===== config.mk =====
export PLATFORM = sky130hd
export DESIGN_NAME = lru_key_value_cache
export DESIGN_NICKNAME = d
export VERILOG_FILES = /design/src/hw/rtl/lrukv_pkg.sv /design/src/hw/rtl/lrukv_rank.sv /design/src/hw/rtl/lru_key_value_cache.sv
export SDC_FILE = /design/constraint.sdc
export NUM_CORES = 2
export LEC_CHECK = 0
export BUFFER_PORTS_ARGS = -buffer_cell sky130_fd_sc_hd__buf_2
export CAP_MARGIN = 0
export CORE_MARGIN = 1.5
export CORE_UTILIZATION = 35
export DETAILED_ROUTE_END_ITERATION = 10
export SETUP_SLACK_MARGIN = 0.15
export SYNTH_ARGS = -nofsm -noshare
export SYNTH_HDL_FRONTEND = slang
export SYNTH_SLANG_ARGS = --single-unit
export TNS_END_PERCENT = 5

===== constraint.sdc =====
create_clock -name i_clk -period 5.1 [get_ports i_clk]
set_input_delay 1.02 -clock i_clk [delete_from_list [all_inputs] [get_ports i_clk]]
set_output_delay 1.02 -clock i_clk [all_outputs]
set_load 0.03 [all_outputs]

===== src/hw/rtl/lrukv_pkg.sv =====
// ---------------------------------------------------------------------------
// lrukv_pkg
// shared sizes, codes and types of the lru key-value cache
// ---------------------------------------------------------------------------
package lrukv_pkg;

    localparam int ENTRIES = 16;
    localparam int IDX_W   = $clog2(ENTRIES);
    localparam int CNT_W   = $clog2(ENTRIES + 1);
    localparam int RANK_W  = IDX_W;
    localparam int KEY_W   = 32;
    localparam int VAL_W   = 32;
    localparam int CAP_W   = 5;
    localparam int APB_AW  = 3;
    localparam int APB_DW  = 32;

    localparam logic [CAP_W-1:0] CAP_RESET = CAP_W'(16);

    // operation codes
    localparam logic FUNC_GET = 1'b0;
    localparam logic FUNC_PUT = 1'b1;

    // register index (word address bit)
    localparam logic REG_CAPACITY = 1'b0;

    // command to the recency table, all parts applied together
    typedef struct packed {
        logic             promote;   // move slot to most recent
        logic [IDX_W-1:0] slot;
        logic             insert;    // fill ins_slot as most recent
        logic [IDX_W-1:0] ins_slot;
        logic             evict;     // drop ev_slot first
        logic [IDX_W-1:0] ev_slot;
    } t_rank_cmd;

    // status from the recency table
    typedef struct packed {
        logic               scan_valid;
        logic [RANK_W-1:0]  scan_rank;
        logic               cmp_valid;
        logic [ENTRIES-1:0] valid;
        logic [CNT_W-1:0]   occupancy;
    } t_rank_stat;

    // capacity of zero acts as one, above the table size saturates
    function automatic logic [CNT_W-1:0] eff_cap(input logic [CAP_W-1:0] cap);
        logic [CNT_W-1:0] c;
        if (cap == '0) begin
            c = CNT_W'(1);
        end else if (32'(cap) > ENTRIES) begin
            c = CNT_W'(ENTRIES);
        end else begin
            c = CNT_W'(cap);
        end
        return c;
    endfunction

endpackage


===== src/hw/rtl/lrukv_rank.sv =====
// ---------------------------------------------------------------------------
// lrukv_rank
// valid bits, recency ranks and occupancy of the cache entries
// ---------------------------------------------------------------------------
module lrukv_rank (
    input  logic                       i_clk,
    input  logic                       i_rst_n,
    input  logic [lrukv_pkg::IDX_W-1:0] i_scan_idx,
    input  logic [lrukv_pkg::IDX_W-1:0] i_cmp_idx,
    input  lrukv_pkg::t_rank_cmd       i_cmd,
    output lrukv_pkg::t_rank_stat      o_stat
);
    import lrukv_pkg::*;

    logic [ENTRIES-1:0] r_valid, n_valid;
    logic [RANK_W-1:0]  r_rank [ENTRIES];
    logic [RANK_W-1:0]  n_rank [ENTRIES];
    logic [CNT_W-1:0]   r_occ, n_occ;
    logic [RANK_W-1:0]  pr_rank;
    logic               keep;

    assign pr_rank = r_rank[i_cmd.slot];

    always_comb begin
        n_valid = r_valid;
        n_rank  = r_rank;
        n_occ   = r_occ;
        keep    = 1'b0;
        for (int i = 0; i < ENTRIES; i++) begin
            if (i_cmd.promote) begin
                if (r_valid[i] && r_rank[i] < pr_rank) begin
                    n_rank[i] = r_rank[i] + RANK_W'(1);
                end
                if (IDX_W'(i) == i_cmd.slot) begin
                    n_rank[i] = '0;
                end
            end else if (i_cmd.insert || i_cmd.evict) begin
                keep = r_valid[i] && !(i_cmd.evict && IDX_W'(i) == i_cmd.ev_slot);
                if (keep && i_cmd.insert) begin
                    n_rank[i] = r_rank[i] + RANK_W'(1);
                end
                if (i_cmd.evict && IDX_W'(i) == i_cmd.ev_slot) begin
                    n_valid[i] = 1'b0;
                    n_rank[i]  = '0;
                end
                if (i_cmd.insert && IDX_W'(i) == i_cmd.ins_slot) begin
                    n_valid[i] = 1'b1;
                    n_rank[i]  = '0;
                end
            end
        end
        if (i_cmd.evict && r_occ != '0) begin
            n_occ = n_occ - CNT_W'(1);
        end
        if (i_cmd.insert) begin
            n_occ = n_occ + CNT_W'(1);
        end
    end

    always_ff @(posedge i_clk) begin
        if (!i_rst_n) begin
            r_valid <= '0;
            r_occ   <= '0;
            for (int i = 0; i < ENTRIES; i++) begin
                r_rank[i] <= '0;
            end
        end else begin
            r_valid <= n_valid;
            r_occ   <= n_occ;
            r_rank  <= n_rank;
        end
    end

    assign o_stat.scan_valid = r_valid[i_scan_idx];
    assign o_stat.scan_rank  = r_rank[i_scan_idx];
    assign o_stat.cmp_valid  = r_valid[i_cmp_idx];
    assign o_stat.valid      = r_valid;
    assign o_stat.occupancy  = r_occ;

endmodule


===== src/hw/rtl/lru_key_value_cache.sv =====
// ---------------------------------------------------------------------------
// lru_key_value_cache
// fully associative key-value cache with least-recently-used replacement
// ---------------------------------------------------------------------------
// A request is accepted in the idle state. The scan state walks the key memory
// one entry per cycle through a single 32-bit comparator (the key memory's one
// read port sets this). A drain state covers the last registered read, an
// update state follows, and the done state loads the result register once the
// result side is free. s_axis_tready is high only between requests; a result
// may still wait in the output register while the next request is taken. tuser
// on the request side is the operation (0 get, 1 put); on the result side it is
// the hit flag. Capacity is written at address 0 over apb.
module lru_key_value_cache (
    input  logic                          i_clk,
    input  logic                          i_rst_n,
    // request
    input  logic                          s_axis_tvalid,
    output logic                          s_axis_tready,
    input  logic [63:0]                   s_axis_tdata,  // [31:0] key, [63:32] value
    input  logic                          s_axis_tuser,  // [0] func
    // result
    output logic                          m_axis_tvalid,
    input  logic                          m_axis_tready,
    output logic [31:0]                   m_axis_tdata,  // [31:0] read_value
    output logic                          m_axis_tuser,  // [0] hit
    // configuration
    input  logic                          psel,
    input  logic                          penable,
    input  logic                          pwrite,
    input  logic [lrukv_pkg::APB_AW-1:0]  paddr,
    input  logic [lrukv_pkg::APB_DW-1:0]  pwdata,
    output logic [lrukv_pkg::APB_DW-1:0]  prdata,
    output logic                          pready
);
    import lrukv_pkg::*;

    localparam logic [2:0] S_IDLE   = 3'd0;
    localparam logic [2:0] S_SCAN   = 3'd1;
    localparam logic [2:0] S_DRAIN  = 3'd2;
    localparam logic [2:0] S_UPDATE = 3'd3;
    localparam logic [2:0] S_DONE   = 3'd4;

    logic [2:0]        r_state, n_state;
    logic [CAP_W-1:0]  r_cap;
    logic              r_func;
    logic [KEY_W-1:0]  r_key;
    logic [VAL_W-1:0]  r_val;
    logic [IDX_W-1:0]  r_idx;
    logic [IDX_W-1:0]  r_cmp_idx;
    logic              r_cmp_en;
    logic [KEY_W-1:0]  r_rd_key;
    logic [VAL_W-1:0]  r_rd_val;
    logic              r_hit;
    logic [IDX_W-1:0]  r_slot;
    logic              r_old_found;
    logic [IDX_W-1:0]  r_old;
    logic [RANK_W-1:0] r_old_rank;
    logic              r_free_found;
    logic [IDX_W-1:0]  r_free;
    logic              r_out_vld;
    logic              r_out_hit;
    logic [VAL_W-1:0]  r_out_val;

    logic [KEY_W-1:0]  key_mem [ENTRIES];
    logic [VAL_W-1:0]  val_mem [ENTRIES];

    t_rank_cmd         cmd;
    t_rank_stat        stat;
    logic              req_acc;
    logic              cfg_wr;
    logic              need_evict;
    logic              do_evict;
    logic              use_old;
    logic              out_free;

    assign pready = 1'b1;
    assign cfg_wr = psel && penable && pwrite && pready && paddr[2] == REG_CAPACITY;
    assign prdata = (paddr[2] == REG_CAPACITY) ? APB_DW'(r_cap) : '0;

    assign s_axis_tready = (r_state == S_IDLE);
    assign req_acc       = s_axis_tvalid && s_axis_tready;
    assign out_free      = !r_out_vld || m_axis_tready;

    // miss put: make room when full, the freed slot may be the lowest free one
    assign need_evict = stat.occupancy >= eff_cap(r_cap);
    assign do_evict   = need_evict && r_old_found;
    assign use_old    = do_evict && (!r_free_found || r_old < r_free);

    always_comb begin
        cmd          = '0;
        cmd.slot     = r_slot;
        cmd.ev_slot  = r_old;
        cmd.ins_slot = use_old ? r_old : r_free;
        if (r_state == S_UPDATE) begin
            if (r_hit) begin
                cmd.promote = 1'b1;
            end else if (r_func == FUNC_PUT) begin
                cmd.evict  = do_evict;
                cmd.insert = use_old || r_free_found;
            end
        end
    end

    lrukv_rank u_rank (
        .i_clk      (i_clk),
        .i_rst_n    (i_rst_n),
        .i_scan_idx (r_idx),
        .i_cmp_idx  (r_cmp_idx),
        .i_cmd      (cmd),
        .o_stat     (stat)
    );

    always_comb begin
        n_state = r_state;
        case (r_state)
            S_IDLE: begin
                if (req_acc) n_state = S_SCAN;
            end
            S_SCAN: begin
                if (r_idx == IDX_W'(ENTRIES - 1)) n_state = S_DRAIN;
            end
            S_DRAIN:  n_state = S_UPDATE;
            S_UPDATE: n_state = S_DONE;
            S_DONE: begin
                if (out_free) n_state = S_IDLE;
            end
            default:  n_state = S_IDLE;
        endcase
    end

    // control
    always_ff @(posedge i_clk) begin
        if (!i_rst_n) begin
            r_state   <= S_IDLE;
            r_cap     <= CAP_RESET;
            r_cmp_en  <= 1'b0;
            r_out_vld <= 1'b0;
        end else begin
            r_state  <= n_state;
            r_cmp_en <= (r_state == S_SCAN);
            if (cfg_wr) r_cap <= pwdata[CAP_W-1:0];
            if (r_state == S_DONE && out_free) begin
                r_out_vld <= 1'b1;
            end else if (m_axis_tready) begin
                r_out_vld <= 1'b0;
            end
        end
    end

    // datapath
    always_ff @(posedge i_clk) begin
        if (req_acc) begin
            r_func       <= s_axis_tuser;
            r_key        <= s_axis_tdata[KEY_W-1:0];
            r_val        <= s_axis_tdata[KEY_W +: VAL_W];
            r_idx        <= '0;
            r_hit        <= 1'b0;
            r_old_found  <= 1'b0;
            r_free_found <= 1'b0;
        end
        if (r_state == S_SCAN) begin
            r_idx     <= r_idx + IDX_W'(1);
            r_cmp_idx <= r_idx;
            // oldest valid entry, first one wins on a tie
            if (stat.scan_valid && (!r_old_found || stat.scan_rank > r_old_rank)) begin
                r_old_found <= 1'b1;
                r_old       <= r_idx;
                r_old_rank  <= stat.scan_rank;
            end
            if (!stat.scan_valid && !r_free_found) begin
                r_free_found <= 1'b1;
                r_free       <= r_idx;
            end
        end
        // compare in the cycle after the key read
        if (r_cmp_en && stat.cmp_valid && r_rd_key == r_key && !r_hit) begin
            r_hit  <= 1'b1;
            r_slot <= r_cmp_idx;
        end
        if (r_state == S_DONE && out_free) begin
            r_out_hit <= r_hit;
            if (r_func == FUNC_PUT) begin
                r_out_val <= '0;
            end else if (r_hit) begin
                r_out_val <= r_rd_val;
            end else begin
                r_out_val <= '1;
            end
        end
    end

    // key and value memories
    always_ff @(posedge i_clk) begin
        r_rd_key <= key_mem[r_idx];
        if (cmd.insert) begin
            key_mem[cmd.ins_slot] <= r_key;
        end
    end

    always_ff @(posedge i_clk) begin
        r_rd_val <= val_mem[r_slot];
        if (cmd.insert) begin
            val_mem[cmd.ins_slot] <= r_val;
        end else if (cmd.promote && r_func == FUNC_PUT) begin
            val_mem[r_slot] <= r_val;
        end
    end

    assign m_axis_tvalid = r_out_vld;
    assign m_axis_tuser  = r_out_hit;
    assign m_axis_tdata  = r_out_val;

`ifndef SYNTH
    a_occ_matches_valid: assert property (@(posedge i_clk) disable iff (!i_rst_n)
        $countones(stat.valid) == 32'(stat.occupancy))
        else $error("occupancy does not match the valid entries");

    a_out_from_done: assert property (@(posedge i_clk) disable iff (!i_rst_n)
        $rose(m_axis_tvalid) |-> $past(r_state == S_DONE))
        else $error("result appeared outside the done state");

    a_one_update: assert property (@(posedge i_clk) disable iff (!i_rst_n)
        (cmd.promote || cmd.insert || cmd.evict) |-> r_state == S_UPDATE)
        else $error("recency table changed outside the update cycle");

    a_no_overfill: assert property (@(posedge i_clk) disable iff (!i_rst_n)
        (r_state == S_UPDATE && !r_hit && r_func == FUNC_PUT) |=>
            32'(stat.occupancy) <= ENTRIES)
        else $error("occupancy exceeded the table size");
`endif

endmodule


==> impl_metrics.json <==
{
  "status": "completed",
  "critPathTopFamily": "compound AO/OA/AOI/OAI gates",
  "power_uw": 23400,
  "cts_buffers": 134,
  "synth_top_area_share_pct": 64.6,
  "cap_violations": 0,
  "post_cts_buffers": 0,
  "grt.total_usage_pct": 16.6,
  "fp.dieW_um": 393,
  "layout-drive-gt1-share_pct": 26.3,
  "fp-row-count": 142,
  "die-area_um2": 155000,
  "async_reset_ff_share_pct": 0,
  "drtIter0Drc": 2561,
  "ys_ff_latch": 1308,
  "area_delta_synth_final_pct": 15.1,
  "whs_ns": 0.409,
  "wl_per_cell_um": 24.7,
  "max_stage_delay_ns": 0.80,
  "syn-instance-count": 2865,
  "htreeDepth": 4,
  "setup-violations-final": 0,
  "hold_path_class": "in2reg",
  "crit_required_ns": 5.54,
  "crit_path_cell_trace": "nor3_1 > nor2_1 > nor2_1 > ha_1 > nor2b_1 > o21ai_0 > a32o_1 > buf_4 > a211oi_1 > o21ai_0 > buf_4 > nor2_4 > buf_4",
  "cts_tree": "yes",
  "ios": 175,
  "fin_crit_ns": 4.51,
  "hold_violations": 0,
  "die_h_um": 393,
  "ctsResizeCount": 0,
  "yosys_most_used_dff": "edfxtp_1",
  "register_area_um2": 37700,
  "worstPathMaxFanout": 24,
  "timing.fmax_mhz": 222,
  "power_density_nw_per_um2": 381,
  "root_buffer": "clkbuf_16",
  "clkSinkCount": 1308,
  "clockBufferDepth": 3,
  "syn-cell-area_um2": 53300,
  "r2r_slack_ns": 0.59,
  "worst_skew_pair.late_latency_ns": 0.79,
  "critPathSlowestCell": "nor2_4",
  "rsz0062_at_grt": "false",
  "path_buf_inv": 3,
  "routed_wl_um": 128000,
  "dp_hpwl_um": 72400,
  "instances_no_fill": 5197,
  "period_share_pct": 88.5,
  "avgSynthCellArea_um2": 18.6,
  "multi_input_area_um2": 14900,
  "crit_path_end_kind": "flop",
  "finalCoreUtilization_pct": 40.7,
  "grt_overflow": 0,
  "synth_edf_count": 1146,
  "final.setup.tns_ns": 0,
  "path_common_cell": "buf_4",
  "dp.cells": 4947,
  "initial_core_util_pct": 35.4,
  "fill_cells": 13350,
  "slew_headroom_pct": 28.8,
  "clk_pin_slew_worst_paths_ns": 0.06,
  "drtAntennaViolNets": 0,
  "core-area_um2": 150000,
  "viasPerCell": 5.34,
  "critPathKind": "reg2reg",
  "dr.pass1.iters": 6,
  "cellLeakagePower_uw": 0.0199,
  "synth_seq_area_share_pct": 70.7,
  "ys_top_cells_by_area": "edfxtp_1 (65%), mux4_2 (16%), dfxtp_1 (6.1%)",
  "arrival_ns": 4.95,
  "tightest_slew_ns": 1.07,
  "route.vias.total": 27766,
  "grt_pass1_wl_um": 188000,
  "port-buffer-count": 117,
  "antenna_found_initial": 2,
  "synthDistinctLibCells": 77,
  "place.gp.congestion": 0.937,
  "maxSlewViolCount": 0,
  "drcViolationCount": 0,
  "hold_buffers": 0,
  "synth.yosys.warnings": 0,
  "grt_max_degree": 131,
  "start_kind": "flop",
  "peakVddDrop_v": 0.000288,
  "yosysTopAreaCell": "edfxtp_1",
  "grt_pass1_vias": 27602,
  "nets": 3252,
  "fin_skew_ns": 0.0403
}
[layer usage]
metal | wire length (µm) | track usage [%] | up-vias | part of all wire, %
li1 | - | - | 12057 | -
met1 | 57300 | 24.2 | 14588 | 45
met2 | 60100 | 25.7 | 960 | 47
met3 | 8360 | 2.77 | 161 | 6.5
met4 | 2430 | 4.43 | 0 | 1.9
met5 | 0 | 0 | - | 0
[logic make-up after synthesis]
group           count (synthesis)  synth area share [%]
other cells                     2                0.0141
buf+inv                       237                  1.93
mux                           387                  16.0
fa+ha+maj                      78                  1.83
compound gates                373                  4.76
flops                        1308                  70.7
xor+xnor                       38                 0.625
simple gates                  442                  4.20
[power by group]
part	internal (µW)	switching (µW)	total (µW)
Sequential	11900	261	12200
Combinational	668	781	1450
Clock	5460	4300	9760
[through the flow]
step	instance area (µm²)	worst slack [ns]
after floorplan	53400	0.380
after global placement	56800	0.695
after detailed placement	56800	0.686
after CTS	61300	0.652
after global routing	61300	0.369
final	61300	0.589
[flip-flops by register name, summed over array words and instances, names as in the netlist, 16 cells and up]
register,cells
key_mem,512
m_axis_tdata,32
r_key,32
r_rd_key,32
r_rd_val,32
r_val,32
u_rank.r_rank,64
u_rank.r_valid,16
val_mem,512
[synthesized netlist by cell type (all sizes together), types with 12 or more instances]
cell    count
mux4      369
nor4       13
nand3      41
a22o       20
inv        75
and2       22
o21a       12
a21oi      86
buf        72
o21ai      89
nand2b     31
clkbuf     90
xor2       24
and3       12
dfxtp     162
a211oi     13
mux2i      13
edfxtp   1146
nor3       24
nor2b      27
nand2      93
ha         78
xnor2      14
nor2      121
o22ai      19
nand4      17
a21o       21
[layout by cell type (no fill, tap or decap), drive strengths merged, types with 12 or more instances in the layout]
cell type | synthesis | layout
a211oi | 13 | 13
a21o | 21 | 21
a21oi | 86 | 86
a22o | 20 | 20
and2 | 22 | 22
and3 | 12 | 12
buf | 72 | 202
clkbuf | 90 | 179
clkinv | 0 | 54
conb | 2 | 28
dfxtp | 162 | 162
edfxtp | 1146 | 1146
ha | 78 | 78
inv | 75 | 81
mux2i | 13 | 13
mux4 | 369 | 369
nand2 | 93 | 93
nand2b | 31 | 31
nand3 | 41 | 41
nand4 | 17 | 17
nor2 | 121 | 121
nor2b | 27 | 27
nor3 | 24 | 24
nor4 | 13 | 13
o21a | 12 | 12
o21ai | 89 | 89
o22ai | 19 | 19
xnor2 | 14 | 14
xor2 | 24 | 24
[worst paths after layout]
kind / startpoint / endpoint / cells past startpoint
max: r_cap[1] / key_mem[10][18] / 13
min: s_axis_tdata[53] / r_val[21] / 1
min reg2reg: r_cmp_idx[3] / r_slot[3] / 0
max reg2reg: r_cap[1] / key_mem[10][18] / 13
[worst register-to-register path, stage by stage, from the launching register on]
cell and delay, ns:
dfxtp_1 0.33, nor3_1 0.18, nor2_1 0.06, nor2_1 0.12, ha_1 0.25, nor2b_1 0.10, o21ai_0 0.23, a32o_1 0.47
buf_4 0.24, a211oi_1 0.59, o21ai_0 0.19, buf_4 0.22, nor2_4 0.81, buf_4 0.40
[cell type report]
cell class                      instances  area share, %
Clock inverter                         70           1.34
Clock buffer                          179           5.94
Antenna cell                            1        0.00408
Sequential cell                      1308           61.4
Tap cell                             2016           4.11
Multi-Input combinational cell       1346           24.3
Timing Repair Buffer                  202           2.37
Inverter                               75          0.463
Note: power is estimated with default switching activity, not from simulation.
